[src/rtl/obstacle_avoid_drive_sequencer_assert.svh]
// Assertion macros for the top-level RTL; clock clk, reset rst_n active low.
`ifndef OBSTACLE_AVOID_DRIVE_SEQUENCER_ASSERT_SVH
`define OBSTACLE_AVOID_DRIVE_SEQUENCER_ASSERT_SVH

// Same-cycle implication.
`define OADS_ASSERT_IMP(label, lhs, rhs) \
    label: assert property (@(posedge clk) disable iff (!rst_n) (lhs) |-> (rhs)) \
        else $error("implication check failed");

// Next-cycle implication.
`define OADS_ASSERT_NEXT(label, lhs, rhs) \
    label: assert property (@(posedge clk) disable iff (!rst_n) (lhs) |=> (rhs)) \
        else $error("next-cycle check failed");

`endif

[src/rtl/oads_pkg.sv]
package oads_pkg;

    localparam int COUNT_BITS = 8;
    localparam int TIMER_BITS = 16;

    // Compare widths cover both the counter and its 8/16 bit limit register
    localparam int CNT_CMP_W = (COUNT_BITS > 8) ? COUNT_BITS : 8;
    localparam int TMR_CMP_W = (TIMER_BITS > 16) ? TIMER_BITS : 16;

    localparam logic [COUNT_BITS-1:0] COUNT_MAX = {COUNT_BITS{1'b1}};
    localparam logic [TIMER_BITS-1:0] TIMER_MAX = {TIMER_BITS{1'b1}};

    // Drive modes
    localparam logic [2:0] M_STOP    = 3'd0;
    localparam logic [2:0] M_CRUISE  = 3'd1;
    localparam logic [2:0] M_REVERSE = 3'd2;
    localparam logic [2:0] M_ROTATE  = 3'd3;
    localparam logic [2:0] M_RIGHT   = 3'd4;
    localparam logic [2:0] M_LEFT    = 3'd5;

    // Motor directions
    localparam logic [1:0] D_STOP = 2'd0;
    localparam logic [1:0] D_FWD  = 2'd1;
    localparam logic [1:0] D_REV  = 2'd2;

    // Last turn codes
    localparam logic [1:0] LT_NONE  = 2'd0;
    localparam logic [1:0] LT_LEFT  = 2'd1;
    localparam logic [1:0] LT_RIGHT = 2'd2;

    // Register indexes
    localparam logic [2:0] R_IR_DETECT     = 3'd0;
    localparam logic [2:0] R_NEAR_DISTANCE = 3'd1;
    localparam logic [2:0] R_BACK_TIME     = 3'd2;
    localparam logic [2:0] R_ROTATE_TICKS  = 3'd3;
    localparam logic [2:0] R_TURN_TICKS    = 3'd4;
    localparam logic [2:0] R_TURN_SPEED    = 3'd5;
    localparam logic [2:0] R_CRUISE_SPEED  = 3'd6;

    localparam int CFG_IDX_W  = 3;
    localparam int CFG_DATA_W = 16;

    typedef struct packed {
        logic [9:0]  ir_detect_level;
        logic [7:0]  near_distance_cm;
        logic [15:0] back_time_ms;
        logic [7:0]  rotate_ticks;
        logic [7:0]  turn_ticks;
        logic [7:0]  turn_speed;
        logic [7:0]  cruise_speed;
    } cfg_t;

    localparam cfg_t CFG_RESET = '{
        ir_detect_level:  10'd500,
        near_distance_cm: 8'd15,
        back_time_ms:     16'd300,
        rotate_ticks:     8'd60,
        turn_ticks:       8'd30,
        turn_speed:       8'd150,
        cruise_speed:     8'd170
    };

    typedef struct packed {
        logic [9:0]  ir_left_level;
        logic [9:0]  ir_right_level;
        logic [15:0] echo_width_us;
        logic        sample_valid;
        logic        left_edge;
        logic        right_edge;
        logic        ms_strobe;
    } in_item_t;

    typedef struct packed {
        logic [1:0] motor_a_dir;
        logic [1:0] motor_b_dir;
        logic [7:0] motor_a_duty;
        logic [7:0] motor_b_duty;
        logic [2:0] drive_mode;
        logic       obstacle_near;
    } result_t;

    function automatic logic [COUNT_BITS-1:0] cnt_inc(input logic [COUNT_BITS-1:0] v);
        cnt_inc = (v == COUNT_MAX) ? v : v + 1'b1;
    endfunction

    function automatic logic [TIMER_BITS-1:0] tmr_inc(input logic [TIMER_BITS-1:0] v);
        tmr_inc = (v == TIMER_MAX) ? v : v + 1'b1;
    endfunction

endpackage

[src/rtl/oads_cfg.sv]
module oads_cfg
    import oads_pkg::*;
(
    input  logic                  clk,
    input  logic                  rst_n,
    input  logic                  cfg_we,
    input  logic [CFG_IDX_W-1:0]  cfg_index,
    input  logic [CFG_DATA_W-1:0] cfg_wdata,
    output cfg_t                  cfg
);

    cfg_t cfg_reg;
    cfg_t cfg_next;

    always_comb
    begin
        cfg_next = cfg_reg;
        if (cfg_we)
        begin
            case (cfg_index)
                R_IR_DETECT:     cfg_next.ir_detect_level  = cfg_wdata[9:0];
                R_NEAR_DISTANCE: cfg_next.near_distance_cm = cfg_wdata[7:0];
                R_BACK_TIME:     cfg_next.back_time_ms     = cfg_wdata[15:0];
                R_ROTATE_TICKS:  cfg_next.rotate_ticks     = cfg_wdata[7:0];
                R_TURN_TICKS:    cfg_next.turn_ticks       = cfg_wdata[7:0];
                R_TURN_SPEED:    cfg_next.turn_speed       = cfg_wdata[7:0];
                R_CRUISE_SPEED:  cfg_next.cruise_speed     = cfg_wdata[7:0];
                default:         cfg_next = cfg_reg;  // drop unknown index
            endcase
        end
    end

    always_ff @(posedge clk or negedge rst_n)
    begin
        if (!rst_n)
        begin
            cfg_reg <= CFG_RESET;
        end
        else
        begin
            cfg_reg <= cfg_next;
        end
    end

    assign cfg = cfg_reg;

endmodule

[src/rtl/oads_core.sv]
module oads_core
    import oads_pkg::*;
(
    input  logic     clk,
    input  logic     rst_n,
    input  cfg_t     cfg,
    input  logic     item_vld,
    input  in_item_t item,
    input  logic     res_stall,
    output logic     advance,
    output logic     res_vld,
    output result_t  res
);

    logic [2:0]            mode_reg,  mode_next;
    logic [TIMER_BITS-1:0] timer_reg, timer_next;
    logic [COUNT_BITS-1:0] lt_reg,    lt_next;
    logic [COUNT_BITS-1:0] rt_reg,    rt_next;
    logic [1:0]            last_reg,  last_next;
    logic                  near_reg,  near_next;
    logic                  res_vld_reg, res_vld_next;
    result_t               res_reg,   res_next;
    logic                  proc;

    logic [20:0]           echo_x17;
    logic [20:0]           near_lim;
    logic                  near;
    logic                  hit_l, hit_r;
    logic [COUNT_BITS-1:0] lt_i, rt_i;
    logic [TIMER_BITS-1:0] tmr_i;
    logic [CNT_CMP_W-1:0]  lt_w, rt_w, rot_w, turn_w;
    logic [TMR_CMP_W-1:0]  tmr_w, back_w;

    assign advance = !res_vld_reg || !res_stall;
    assign proc    = item_vld && advance;

    // distance < near  <=>  echo * 17 < near_cm * 1000
    assign echo_x17 = {1'b0, item.echo_width_us, 4'b0} + 21'(item.echo_width_us);
    assign near_lim = 21'(cfg.near_distance_cm) * 21'd1000;
    assign near     = echo_x17 < near_lim;
    assign hit_l    = item.ir_left_level > cfg.ir_detect_level;
    assign hit_r    = item.ir_right_level > cfg.ir_detect_level;

    assign lt_i  = item.left_edge  ? cnt_inc(lt_reg) : lt_reg;
    assign rt_i  = item.right_edge ? cnt_inc(rt_reg) : rt_reg;
    assign tmr_i = item.ms_strobe  ? tmr_inc(timer_reg) : timer_reg;

    assign lt_w   = CNT_CMP_W'(lt_i);
    assign rt_w   = CNT_CMP_W'(rt_i);
    assign rot_w  = CNT_CMP_W'(cfg.rotate_ticks);
    assign turn_w = CNT_CMP_W'(cfg.turn_ticks);
    assign tmr_w  = TMR_CMP_W'(tmr_i);
    assign back_w = TMR_CMP_W'(cfg.back_time_ms);

    always_comb
    begin
        mode_next  = mode_reg;
        timer_next = timer_reg;
        lt_next    = lt_reg;
        rt_next    = rt_reg;
        last_next  = last_reg;
        near_next  = near_reg;

        if (item.sample_valid)
        begin
            near_next = near;
        end

        if (item.sample_valid && (mode_reg == M_STOP || mode_reg == M_CRUISE))
        begin
            // pick the next action; edges and strobe of this beat are not counted
            if (near || (hit_l && hit_r))
            begin
                mode_next  = M_REVERSE;
                timer_next = '0;
                lt_next    = '0;
                rt_next    = '0;
            end
            else if (hit_l)
            begin
                mode_next = M_RIGHT;
                lt_next   = '0;
                rt_next   = '0;
            end
            else if (hit_r)
            begin
                mode_next = M_LEFT;
                lt_next   = '0;
                rt_next   = '0;
            end
            else
            begin
                mode_next = M_CRUISE;
            end
        end
        else if (mode_reg != M_STOP && mode_reg != M_CRUISE)
        begin
            lt_next = lt_i;
            rt_next = rt_i;
            case (mode_reg)
                M_REVERSE:
                begin
                    timer_next = tmr_i;
                    if (tmr_w >= back_w || tmr_i == TIMER_MAX)
                    begin
                        mode_next = M_ROTATE;
                        lt_next   = '0;
                        rt_next   = '0;
                    end
                end
                M_ROTATE:
                begin
                    if (lt_w > rot_w || rt_w > rot_w ||
                        lt_i == COUNT_MAX || rt_i == COUNT_MAX)
                    begin
                        mode_next = M_STOP;
                        last_next = (last_reg == LT_LEFT) ? LT_RIGHT : LT_LEFT;
                    end
                end
                M_RIGHT:
                begin
                    if (lt_w >= turn_w || lt_i == COUNT_MAX)
                    begin
                        mode_next = M_STOP;
                        last_next = LT_RIGHT;
                    end
                end
                M_LEFT:
                begin
                    if (rt_w >= turn_w || rt_i == COUNT_MAX)
                    begin
                        mode_next = M_STOP;
                        last_next = LT_LEFT;
                    end
                end
                default:
                begin
                    mode_next = M_STOP;
                end
            endcase
        end
    end

    // Motor commands follow the state left by this beat
    always_comb
    begin
        res_next               = '0;
        res_next.drive_mode    = mode_next;
        res_next.obstacle_near = near_next;
        case (mode_next)
            M_CRUISE:
            begin
                res_next.motor_a_dir  = D_FWD;
                res_next.motor_b_dir  = D_FWD;
                res_next.motor_a_duty = cfg.cruise_speed;
                res_next.motor_b_duty = cfg.cruise_speed;
            end
            M_REVERSE:
            begin
                res_next.motor_a_dir  = D_REV;
                res_next.motor_b_dir  = D_REV;
                res_next.motor_a_duty = cfg.turn_speed;
                res_next.motor_b_duty = cfg.turn_speed;
            end
            M_ROTATE:
            begin
                res_next.motor_a_dir  = (last_next == LT_LEFT) ? D_FWD : D_REV;
                res_next.motor_b_dir  = (last_next == LT_LEFT) ? D_REV : D_FWD;
                res_next.motor_a_duty = cfg.turn_speed;
                res_next.motor_b_duty = cfg.turn_speed;
            end
            M_RIGHT:
            begin
                res_next.motor_a_dir  = D_FWD;
                res_next.motor_b_dir  = D_REV;
                res_next.motor_a_duty = cfg.turn_speed;
                res_next.motor_b_duty = cfg.turn_speed;
            end
            M_LEFT:
            begin
                res_next.motor_a_dir  = D_REV;
                res_next.motor_b_dir  = D_FWD;
                res_next.motor_a_duty = cfg.turn_speed;
                res_next.motor_b_duty = cfg.turn_speed;
            end
            default:
            begin
                res_next.motor_a_dir = D_STOP;
            end
        endcase
    end

    assign res_vld_next = proc ? 1'b1 : (res_vld_reg && res_stall);

    always_ff @(posedge clk or negedge rst_n)
    begin
        if (!rst_n)
        begin
            mode_reg    <= M_STOP;
            timer_reg   <= '0;
            lt_reg      <= '0;
            rt_reg      <= '0;
            last_reg    <= LT_NONE;
            near_reg    <= 1'b0;
            res_vld_reg <= 1'b0;
        end
        else
        begin
            res_vld_reg <= res_vld_next;
            if (proc)
            begin
                mode_reg  <= mode_next;
                timer_reg <= timer_next;
                lt_reg    <= lt_next;
                rt_reg    <= rt_next;
                last_reg  <= last_next;
                near_reg  <= near_next;
            end
        end
    end

    always_ff @(posedge clk)
    begin
        if (proc)
        begin
            res_reg <= res_next;
        end
    end

    assign res_vld = res_vld_reg;
    assign res     = res_reg;

endmodule

[src/rtl/obstacle_avoid_drive_sequencer.sv]
// Pipeline: an accepted input beat reaches its result beat through the input and result registers.
// Throughput: one beat per cycle when not stalled; the state logic sits behind the input register.
// Backpressure: a stalled result holds the result register; the input register then holds too.
// Reset (rst_n low, asynchronous): both stages empty, drive stopped, counters and timer zero,
// no last turn, config registers back to their defaults.
module obstacle_avoid_drive_sequencer
    import oads_pkg::*;
(
    input  logic                  clk,
    input  logic                  rst_n,
    // config write port
    input  logic                  cfg_we,
    input  logic [CFG_IDX_W-1:0]  cfg_index,
    input  logic [CFG_DATA_W-1:0] cfg_wdata,
    // input channel
    input  logic                  in_valid,
    output logic                  in_stall,
    input  logic [9:0]            ir_left_level,
    input  logic [9:0]            ir_right_level,
    input  logic [15:0]           echo_width_us,
    input  logic                  sample_valid,
    input  logic                  left_edge,
    input  logic                  right_edge,
    input  logic                  ms_strobe,
    // output channel
    output logic                  out_valid,
    input  logic                  out_stall,
    output logic [1:0]            motor_a_dir,
    output logic [1:0]            motor_b_dir,
    output logic [7:0]            motor_a_duty,
    output logic [7:0]            motor_b_duty,
    output logic [2:0]            drive_mode,
    output logic                  obstacle_near
);

`include "obstacle_avoid_drive_sequencer_assert.svh"

    cfg_t     cfg;
    in_item_t in_item_reg;
    logic     in_vld_reg, in_vld_next;
    logic     core_adv;
    logic     res_vld;
    result_t  res;

    oads_cfg u_cfg
    (
        .clk       (clk),
        .rst_n     (rst_n),
        .cfg_we    (cfg_we),
        .cfg_index (cfg_index),
        .cfg_wdata (cfg_wdata),
        .cfg       (cfg)
    );

    // Hold the input beat only while the core cannot take it
    assign in_stall    = in_vld_reg && !core_adv;
    assign in_vld_next = in_stall ? in_vld_reg : in_valid;

    always_ff @(posedge clk or negedge rst_n)
    begin
        if (!rst_n)
        begin
            in_vld_reg <= 1'b0;
        end
        else
        begin
            in_vld_reg <= in_vld_next;
        end
    end

    // Capture the payload on every accepted beat
    always_ff @(posedge clk)
    begin
        if (in_valid && !in_stall)
        begin
            in_item_reg.ir_left_level  <= ir_left_level;
            in_item_reg.ir_right_level <= ir_right_level;
            in_item_reg.echo_width_us  <= echo_width_us;
            in_item_reg.sample_valid   <= sample_valid;
            in_item_reg.left_edge      <= left_edge;
            in_item_reg.right_edge     <= right_edge;
            in_item_reg.ms_strobe      <= ms_strobe;
        end
    end

    // Sequencer state and result register
    oads_core u_core
    (
        .clk       (clk),
        .rst_n     (rst_n),
        .cfg       (cfg),
        .item_vld  (in_vld_reg),
        .item      (in_item_reg),
        .res_stall (out_stall),
        .advance   (core_adv),
        .res_vld   (res_vld),
        .res       (res)
    );

    assign out_valid     = res_vld;
    assign motor_a_dir   = res.motor_a_dir;
    assign motor_b_dir   = res.motor_b_dir;
    assign motor_a_duty  = res.motor_a_duty;
    assign motor_b_duty  = res.motor_b_duty;
    assign drive_mode    = res.drive_mode;
    assign obstacle_near = res.obstacle_near;

    // The input stage only stalls while it holds a beat
    `OADS_ASSERT_IMP(a_stall_needs_item, in_stall, in_vld_reg)
    // A stopped result drives nothing
    `OADS_ASSERT_IMP(a_stop_is_idle, out_valid && drive_mode == M_STOP,
        motor_a_duty == 8'd0 && motor_b_duty == 8'd0 &&
        motor_a_dir == D_STOP && motor_b_dir == D_STOP)
    // Spinning in place always drives the wheels against each other
    `OADS_ASSERT_IMP(a_rotate_opposed, out_valid && drive_mode == M_ROTATE,
        motor_a_dir != motor_b_dir && motor_a_dir != D_STOP && motor_b_dir != D_STOP)
    // A stalled input beat is passed on once the result side drains
    `OADS_ASSERT_NEXT(a_stall_releases, in_stall && !out_stall, !in_stall || out_valid)

endmodule

[config.mk]
export PLATFORM = sky130hd
export DESIGN_NAME = obstacle_avoid_drive_sequencer
export DESIGN_NICKNAME = d
export VERILOG_FILES = /design/src/rtl/oads_pkg.sv /design/src/rtl/oads_cfg.sv /design/src/rtl/oads_core.sv /design/src/rtl/obstacle_avoid_drive_sequencer.sv
export VERILOG_INCLUDE_DIRS = /design/src /design/src/rtl
export SDC_FILE = /design/constraint.sdc
export NUM_CORES = 1
export LEC_CHECK = 0
export BUFFER_PORTS_ARGS = -buffer_cell sky130_fd_sc_hd__buf_2
export CAP_MARGIN = 20
export CORE_MARGIN = 4
export CORE_UTILIZATION = 55
export CTS_CLUSTER_DIAMETER = 40
export DETAILED_ROUTE_END_ITERATION = 10
export PLACE_DENSITY = 0.77
export SKIP_LAST_GASP = 1
export SLEW_MARGIN = 40
export SYNTH_ARGS = -nofsm -noshare
export SYNTH_HDL_FRONTEND = slang
export SYNTH_SLANG_ARGS = --single-unit
export TNS_END_PERCENT = 10
[constraint.sdc]
create_clock -name clk -period 6.19 [get_ports clk]
set_input_delay 0.619 -clock clk [delete_from_list [all_inputs] [get_ports clk]]
set_output_delay 0.619 -clock clk [all_outputs]
set_load 0.01 [all_outputs]
==> parameters.txt, run 1 <==
Parameter                              Value

Die
  Number of top-level pins ... 90
  Core Area ... between 0.02 and 0.025 mm²
  Die X ... 152.3 µm
  Die boundary height ... between 150 and 200 µm
  Count of standard-cell rows ... 52
  Initial Util ... 0.5627
  Die Outline Area ... approximately 0.023 mm²

Global route
  Overflow left after global routing ... 0
  Tot GR Track Use ... 0.2282
  Vias in the first global route ... just under 9000
  First-pass GRT wire length ... approximately 44000 µm
  Initial antenna violation count ... 0
  Largest net degree at the start of global routing ... 67

Worst setup path
  Req. time, crit path ... between 6 and 7 ns
  Combined buffer and inverter count along the critical path ... 3
  Library cell contributing the largest single delay on the critical path ... dfstp_2
  Crit-path max FO ... 4
  Capturing element type of the critical path ... flip-flop
  Family with the most delay on the worst path ... adder cells
  Worst endpoint data arrival time ... 6.29 ns
  Critical Path Source Type ... flip-flop
  Slowest stage delay, CP ... 0.57 ns
  Crit Path Category ... reg -> reg
  Internal reg-to-reg setup slack ... 0.06 ns

Logic synthesis
  Flip-flop and latch count after synthesis ... between 150 and 200
  Gate Count Post-Synth ... approximately 1200
  Average cell area after synthesis ... between 9 and 10 µm²
  Sequential share of the synthesized area ... 0.3815
  Dominant register cell in the synthesized netlist ... dfrtp_1
  Number of distinct library cell variants in the gate-level netlist after synthesis ... 87
  Synth async-reset ratio ... 0.6543
  Number of enable-type register cells in the synthesized netlist ... 56
  Syn nets ... between 1000 and 1500
  Netlist area before placement ... roughly 0.011 mm²
  Count of synthesis-stage warnings from yosys ... 0

Final layout
  # nets final ... roughly 1500
  Number of antenna cells inserted ... 0
  Post-layout utilization of the core ... 0.6452
  Filler Cells Inserted ... 1548
  Sequential standard cell area ... 0.004372 mm²
  Number of flip-flops in the largest register ... 66
  Area of combinational cells with multiple inputs ... about 0.0067 mm²
  Share of final-layout standard cells stronger than drive strength 1 ... 0.2207
  Area Overhead vs Synth ... 14.66%

Detailed routing
  Number of vias per cell after detailed routing ... 5.832
  Initial DRT Pass Iterations ... 5
  Remaining number of nets flagged by the antenna check after routing ... 0
  Routed len/inst ... 17.15 µm
  Number of DRC markers in iteration 0 ... 644
  Detailed-route DRC error count ... 0
  Number of vias in the routed layout ... 9081
  Final WL ... 26700 µm

Flow run
  Max-cap check violation count ... 0

Pwr
  Peak supply drop ... between 0.0004 and 0.0005 V
  Leak Pwr ... about 6 nW
  Switching share of power ... 0.4242
  Clock power share ... 0.155
  Net Switching ... ~0.0029 W
  Logic gate share of total power ... 0.622
  Sequential cell fraction of total power ... 0.223
  PD cells ... between 500 and 600 mW/mm²
  Overall power after layout ... 0.006846 W
  Pint ... slightly below 0.004 W

STA
  RSZ-0062 raised after global routing ... yes
  Post-Route Skew ... 0.009697 ns
  Period utilization ... 0.9910
  Slew @ Worst Pin ... 0.6188 ns
  Setup violation total in the final timing report ... 0
  Sum of negative setup slack ... 0 ns
  Period minus WS final ... slightly above 6 ns
  Slew margin rel. ... 0.5874
  Count of pins over their slew limit ... 0
  Highest Clock Rate ... about 160 MHz
  Final number of hold-violating endpoints ... 0

Place
  Detailed placer's ending HPWL ... about 20000 µm
  Port Buffer Count ... between 80 and 90
  Global placement routability congestion ... 0.8971

Clock tree
  Source-to-sink clock delay at the later pin of the worst-skew pair ... 0.42 ns
  Clock Sinks ... roughly 160
  Quantity of hold-fixing buffers added after cts ... 0
  Clk Tree Root Cell ... clkbuf_16
  Post-CTS clock slew at the launch and capture registers of the worst setup and hold paths ... 0.06 ns
  H-tree levels ... 4
  Clock tree from TritonCTS ... yes
  Clock tree buffer depth ... 2
  Inserted Clock Buffers ... 17

Hold path
  Hold WC Path Type ... in -> async

Run status
  Run status ... finished, final reports clean
layer usage:
| metal | vias up | wire length [µm] | track usage |
|---|---|---|---|
| met5 | - | 0 | 0 |
| met4 | 0 | 585 | 0.07491 |
| met3 | 47 | 1654 | 0.04203 |
| met2 | 288 | 12220 | 0.3577 |
| met1 | 4337 | 12240 | 0.3225 |
| li1 | 4409 | - | - |
layout make-up:
cell class	count	area share
clock buffer	23	0.03409
multi-input combinational	858	0.5062
sequential	162	0.3327
tap	270	0.02571
clock inverter	9	0.01019
timing repair buffer	131	0.06142
inverter	104	0.02971
kinds of logic (layout without fill, tap and decap cells):
family,after synthesis,count (layout),synth area share
muxes,38,38,0.03701
AOI/OAI and AO/OA,280,280,0.1574
DFF,162,162,0.3815
and+or+nand+nor,347,347,0.1548
buffers and inverters,147,267,0.05590
adders and majority gates,157,157,0.1858
xor gates and xnor gates,36,36,0.02751
per-stage QoR:
stage	area (µm²)	std cells	worst slack, ns	hold slack, ns
floorplan	11470	1167	0.009369	0.3234
global placement	12320	1518	-0.1002	0.4667
detailed placement	12320	1518	-0.3204	0.4760
CTS	12990	1553	0.05143	0.1836
global route	13140	1557	-0.1584	0.2098
finish	13140	1557	0.05573	0.1707
Yosys cell counts (9+ instances only):
library cell / number / area (µm²)
a21o_1: 19 / 142.6
nor3_1: 11 / 55.05
buf_4: 11 / 82.58
nand2b_1: 16 / 100.1
and2_1: 12 / 75.07
o21ai_0: 111 / 555.5
o21a_1: 9 / 67.56
edfxtp_1: 56 / 1682
mux2_2: 35 / 394.1
nand2_1: 131 / 491.7
nor2b_1: 17 / 106.4
nand4_1: 27 / 168.9
nor2_1: 43 / 161.4
a31oi_1: 10 / 62.56
xnor2_1: 21 / 183.9
clkbuf_1: 19 / 71.32
inv_1: 103 / 386.6
fa_1: 22 / 440.4
dfrtp_1: 76 / 1902
dfstp_2: 30 / 788.3
a21oi_1: 58 / 290.3
ha_1: 135 / 1689
nand3_1: 42 / 210.2
and4_1: 10 / 87.58
xor2_1: 15 / 131.4
power groups by stage:
stage	sequential [W]	clock, W	combinational [W]
floorplan	0.00152	0	0.00262
global placement	0.00154	0	0.00343
detailed placement	0.00154	0	0.00355
CTS	0.00152	0.00107	0.00376
global route	0.00155	0.00112	0.00476
finish	0.00153	0.00106	0.00426
cell usage in the layout, fill, tap and decap left out, types with 4 or more instances in the layout:
master       n
a31oi_1     10
xor2_1      15
nand4_1     27
buf_2       88
or2_2        5
a21oi_1     53
nor3_1       8
a211oi_1     6
dfstp_2     30
xnor2_1     21
a21o_1      19
mux2_2      34
ha_1       133
o21a_1       9
buf_6        5
a21oi_2      4
nor2b_1     17
o21ai_2      6
nand2_1    131
dfrtp_1     76
buf_4       36
nand3_1     41
and4_1      10
inv_2        4
o211ai_1     5
nor3b_1      5
inv_1      100
fa_1        22
and2_1      10
a41oi_1      4
nand2b_1    16
o21ai_0    106
nor2_1      43
clkbuf_16   17
edfxtp_1    56
clkbuf_1     6
path summary, 6_finish.rpt:
path | from | end | cells after the start
worst max-delay path | u_cfg.cfg[50] | u_core.res[23] | 25
worst max register to register | u_cfg.cfg[50] | u_core.res[23] | 25
min in group clk | ir_right_level[3] | in_item_reg[23] | 1
worst min-delay path | rst_n | u_core.rt_reg[4] | 1
max in group asynchronous | rst_n | u_core.near_reg | 2
worst min register to register | u_core.near_reg | u_core.near_reg | 2
repair_timing:
action	in CTS	in global routing
resized for setup	15	25
buffers inserted	3	5
setup endpoints to repair	46	48
pin swaps	13	11
worst reg2reg max path, cell delays in order, from the launching register on:
cell and delay [ns]:
dfstp_2 0.57, fa_1 0.46, xor2_1 0.20, ha_1 0.33
fa_1 0.52, inv_1 0.06, fa_1 0.51, inv_1 0.06
ha_4 0.27, o21ai_2 0.06, a21oi_2 0.19, o21ai_2 0.08
a21boi_2 0.14, o21a_1 0.18, o21ai_2 0.08, mux2_4 0.31
a2111oi_4 0.19, ha_1 0.29, and3_4 0.17, nand3_2 0.09
nor3_4 0.06, nor4_4 0.22, buf_4 0.22, o21bai_4 0.08
and3_4 0.18, or3_1 0.35
No activity file was read; power rests on OpenSTA's default activity.
==> run 2: changes to the inputs <==
--- a/config.mk
+++ b/config.mk
@@ -17,5 +17,5 @@
 export SLEW_MARGIN = 40
 export SYNTH_ARGS = -nofsm -noshare
 export SYNTH_HDL_FRONTEND = slang
+export SYNTH_HIERARCHICAL = 1
 export SYNTH_SLANG_ARGS = --single-unit
-export TNS_END_PERCENT = 10
==> run 2 against run 1 <==
The flow now finishes with violations (setup timing); utilization shrank 0.53 points; total power grew 6.0%; cell count shrank 0.26%; sequential power grew 5%; critical path depth grew 4; clock-buffer cell count shrank 6; maximum frequency shrank 4.5%; clock power is essentially flat; design area grew 2.4%; setup slack lost 0.29 ns; sequential share of layout area shrank 0.77 points; largest power group unchanged.
==> parameters.txt, run 2 <==
Parameter                              Value

Run status
  Run status ... complete, but fails checks
  Violations in the final reports ... setup timing

Place
  Global placement routability congestion ... 0.9161 (+2.1%)
  Detailed placer's ending HPWL ... 20030 µm (+0.73%)
  Port Buffer Count ... 89 (unchanged)
  Cell Count Post-Placement ... 1506 (-0.79%)
  Place WS ... -0.4752 ns (-0.1549 ns)

Clock tree
  H-tree levels ... 4 (unchanged)
  Inserted Clock Buffers ... 17 (unchanged)
  Clock tree from TritonCTS ... yes
  Source-to-sink clock delay at the later pin of the worst-skew pair ... 0.43 ns (about the same)
  Clock Sinks ... 162 (unchanged)
  Clk Tree Root Cell ... clkbuf_16
  Clock tree buffer depth ... 2 (unchanged)
  Post-CTS clock slew at the launch and capture registers of the worst setup and hold paths ... 0.07 ns (about the same)
  Quantity of hold-fixing buffers added after cts ... 0 (unchanged)

Logic synthesis
  Flip-flop and latch count after synthesis ... 162 (unchanged)
  Number of enable-type register cells in the synthesized netlist ... 56 (unchanged)
  Area share of the largest cell type after synthesis ... 0.1620 (-0.003962)
  Most frequent cells after synthesis ... ha_1, inv_1, nand2_1
  Largest area contributor in the synthesized netlist ... dfrtp_1
  Synth async-reset ratio ... 0.6543 (unchanged)
  Count of synthesis-stage warnings from yosys ... 6 (+6)
  Dominant register cell in the synthesized netlist ... dfrtp_1
  Sequential share of the synthesized area ... 0.3724 (-0.009107)
  Number of distinct library cell variants in the gate-level netlist after synthesis ... 88 (+1.1%)
  Gate Count Post-Synth ... 1158 (-0.77%)
  Average cell area after synthesis ... 10.14 µm² (+3.2%)
  Top cells by area, synth ... dfrtp_1, ha_1, edfxtp_1
  Most repeated cell in the gate-level netlist after synthesis ... ha_1
  Netlist area before placement ... 0.01174 mm² (+2.4%)
  Syn nets ... 1379 (-0.65%)

Detailed routing
  Number of vias per cell after detailed routing ... 5.861 (+0.49%)
  Detailed-route DRC error count ... 0 (unchanged)
  Number of vias in the routed layout ... 9102 (+0.23%)
  Number of DRC markers in iteration 0 ... 685 (+6.4%)
  Routed len/inst ... 18.02 µm (+5.1%)
  Final WL ... 27980 µm (+4.8%)
  Initial DRT Pass Iterations ... 5 (unchanged)
  Remaining number of nets flagged by the antenna check after routing ... 0 (unchanged)

Global route
  Vias in the first global route ... 9144 (+2.5%)
  First-pass GRT wire length ... 45730 µm (+4.3%)
  Tot GR Track Use ... 0.2364 (+0.008196)
  Largest net degree at the start of global routing ... 55 (-18%)
  Initial antenna violation count ... 0 (unchanged)
  Overflow left after global routing ... 0 (unchanged)

Flow run
  Max-cap check violation count ... 0 (unchanged)

Final layout
  Post-layout utilization of the core ... 0.6400 (-0.005283)
  Number of flip-flops in the largest register ... 66 (unchanged)
  Number of antenna cells inserted ... 0 (unchanged)
  Filler Cells Inserted ... 1647 (+6.4%)
  Area Overhead vs Synth ... 14.59% (about the same)
  # nets final ... 1486 (-0.60%)
  Most frequent cells in the layout ... ha_1, inv_1, nand2_1
  Most frequent standard cell in the layout excluding fill and tap cells ... ha_1
  Share of final-layout standard cells stronger than drive strength 1 ... 0.2527 (+0.03207)
  Post-Layout Cell Count ... 1553 (-0.26%)

STA
  Final WS setup ... -0.2341 ns (-0.2898 ns)
  Slew @ Worst Pin ... 0.8114 ns (+0.1926 ns)
  RSZ-0062 raised after global routing ... yes
  Period minus WS final ... 6.424 ns (+0.2898 ns)
  Slew margin rel. ... 0.4585 (-0.1290)
  Post-Route Skew ... 0.01271 ns (+0.003011 ns)
  Final number of hold-violating endpoints ... 0 (unchanged)
  Setup violation total in the final timing report ... 48 (+48)
  Count of pins over their slew limit ... 0 (unchanged)
  Sum of negative setup slack ... -6.943 ns (-6.943 ns)
  Highest Clock Rate ... 155.7 MHz (-4.5%)
  Period utilization ... 1.038 (+0.04682)

Worst setup path
  Number of cells on the worst reg-to-reg path ... 29 (+16%)
  Internal reg-to-reg setup slack ... -0.23 ns (-0.29 ns)
  Library cell contributing the largest single delay on the critical path ... dfstp_2
  Crit-path max FO ... 6 (+2)
  Slowest stage delay, CP ... 0.58 ns (about the same)
  Worst setup path end ... u_core/res[18]
  Crit-path most repeated cell ... fa_1
  Reg-to-Reg End ... u_core/res[18]
  Crit Path Category ... reg -> reg
  Combined buffer and inverter count along the critical path ... 5 (+2)
  Worst endpoint data arrival time ... 6.60 ns (+0.31 ns)
  R2R Path Start ... u_cfg/cfg[50]
  Critical Path Source Type ... flip-flop
  Req. time, crit path ... 6.36 ns (about the same)
  Stages on worst setup path ... 29 (+16%)
  Capturing element type of the critical path ... flip-flop
  Family with the most delay on the worst path ... adder cells
  Critical path startpoint ... u_cfg/cfg[50]

Pwr
  Sequential cell fraction of total power ... 0.222 (about the same)
  Logic gate share of total power ... 0.633 (+0.011)
  PD cells ... 539.3 mW/mm² (+3.5%)
  Leak Pwr ... 6.135 nW (+4.8%)
  Switching share of power ... 0.4298 (+0.005547)
  Peak supply drop ... 0.0005440 V (+16%)
  Net Switching ... 0.003118 W (+7.4%)
  Pint ... 0.004137 W (+5.0%)
  Overall power after layout ... 0.007256 W (+6.0%)
  Clock power share ... 0.145 (-0.010)

Die
  Count of standard-cell rows ... 53 (+1.9%)
  Core Area ... 0.02102 mm² (+3.2%)
  Initial Util ... 0.5585 (-0.004252)
  Die boundary height ... 154.1 µm (+1.2%)
  Die Outline Area ... 0.02375 mm² (+2.3%)
  Die X ... 154.1 µm (+1.2%)
  Number of top-level pins ... 90 (unchanged)

Hold path
  Hold WC Path Type ... in -> async
[run 2: cell count changes after synthesis, moves of 6 or more]
| cell | delta |
|---|---|
| and4_1 | -6 |
| inv_1 | +19 |
| mux2_2 | +24 |
| mux2_4 | +10 |
| mux2i_1 | +8 |
| nand2_1 | -38 |
| nand3_1 | -6 |
| nor2_1 | +8 |
| nor2b_1 | -6 |
| nor3_1 | +10 |
| o21ai_0 | -45 |
| o31ai_1 | +6 |
| xnor2_1 | +10 |
[run 2: cells by family (layout without fill, tap and decap cells)]
group,after synthesis,count (layout),synth area share
mux,81,81,0.07972
flops,162,162,0.3724
simple gates,312,312,0.1410
fa+ha+maj,157,157,0.1814
xor+xnor,44,44,0.03283
compound gates,236,236,0.1314
buf+inv,166,286,0.06128
[run 2: layout make-up]
cell class,count,area [µm²],area share
inverter,123,464.2,0.03451
clock buffer,17,425.4,0.03162
timing repair buffer,131,852.1,0.06334
clock inverter,15,168.9,0.01256
multi-input combinational,830,6827,0.5074
tap,275,344.1,0.02558
sequential,162,4372,0.3250
[run 2: metrics by stage]
step	instance area (µm²)	hold slack [ns]
global route	13450	0.2962
finish	13450	0.2413
global placement	12520	0.4536
detailed placement	12550	0.4626
floorplan	11800	0.3234
CTS	13400	0.2652
[run 2: repair_timing]
action,CTS,global route
endpoints found under the setup margin,51,52
buffers inserted,8,3
pin swaps,25,10
endpoints found under the hold margin,0,0
gates cloned,4,0
gates resized for setup,51,8
[run 2: how the worst min path moves through the flow]
stage | slack (ns) | cells past startpoint | endpoint | startpoint
after floorplan | 0.32 | 0 | in_vld_reg | rst_n
after global placement | 0.45 | 2 | u_core/near_reg | u_core/near_reg
after detailed placement | 0.46 | 2 | u_core/near_reg | u_core/near_reg
after CTS | 0.27 | 1 | u_cfg/cfg[47] | rst_n
after global routing | 0.30 | 1 | u_cfg/cfg[45] | rst_n
final | 0.24 | 1 | u_cfg/cfg[42] | rst_n
[run 2: power by group through the flow]
| stage | Clock, W | Combinational (W) | Sequential, W |
|---|---|---|---|
| after detailed placement | 0 | 0.00397 | 0.00162 |
| after global placement | 0 | 0.00380 | 0.00162 |
| after CTS | 0.00107 | 0.00442 | 0.00161 |
| final | 0.00105 | 0.00459 | 0.00161 |
| after global routing | 0.00112 | 0.00514 | 0.00164 |
| after floorplan | 0 | 0.00295 | 0.00156 |
[run 2: metal layers]
layer,up-vias,share of wire,GRT usage
met2,279,0.49,0.3948
li1,4352,-,-
met1,4431,0.45,0.3201
met5,-,0,0
met3,40,0.045,0.03546
met4,0,0.021,0.07065
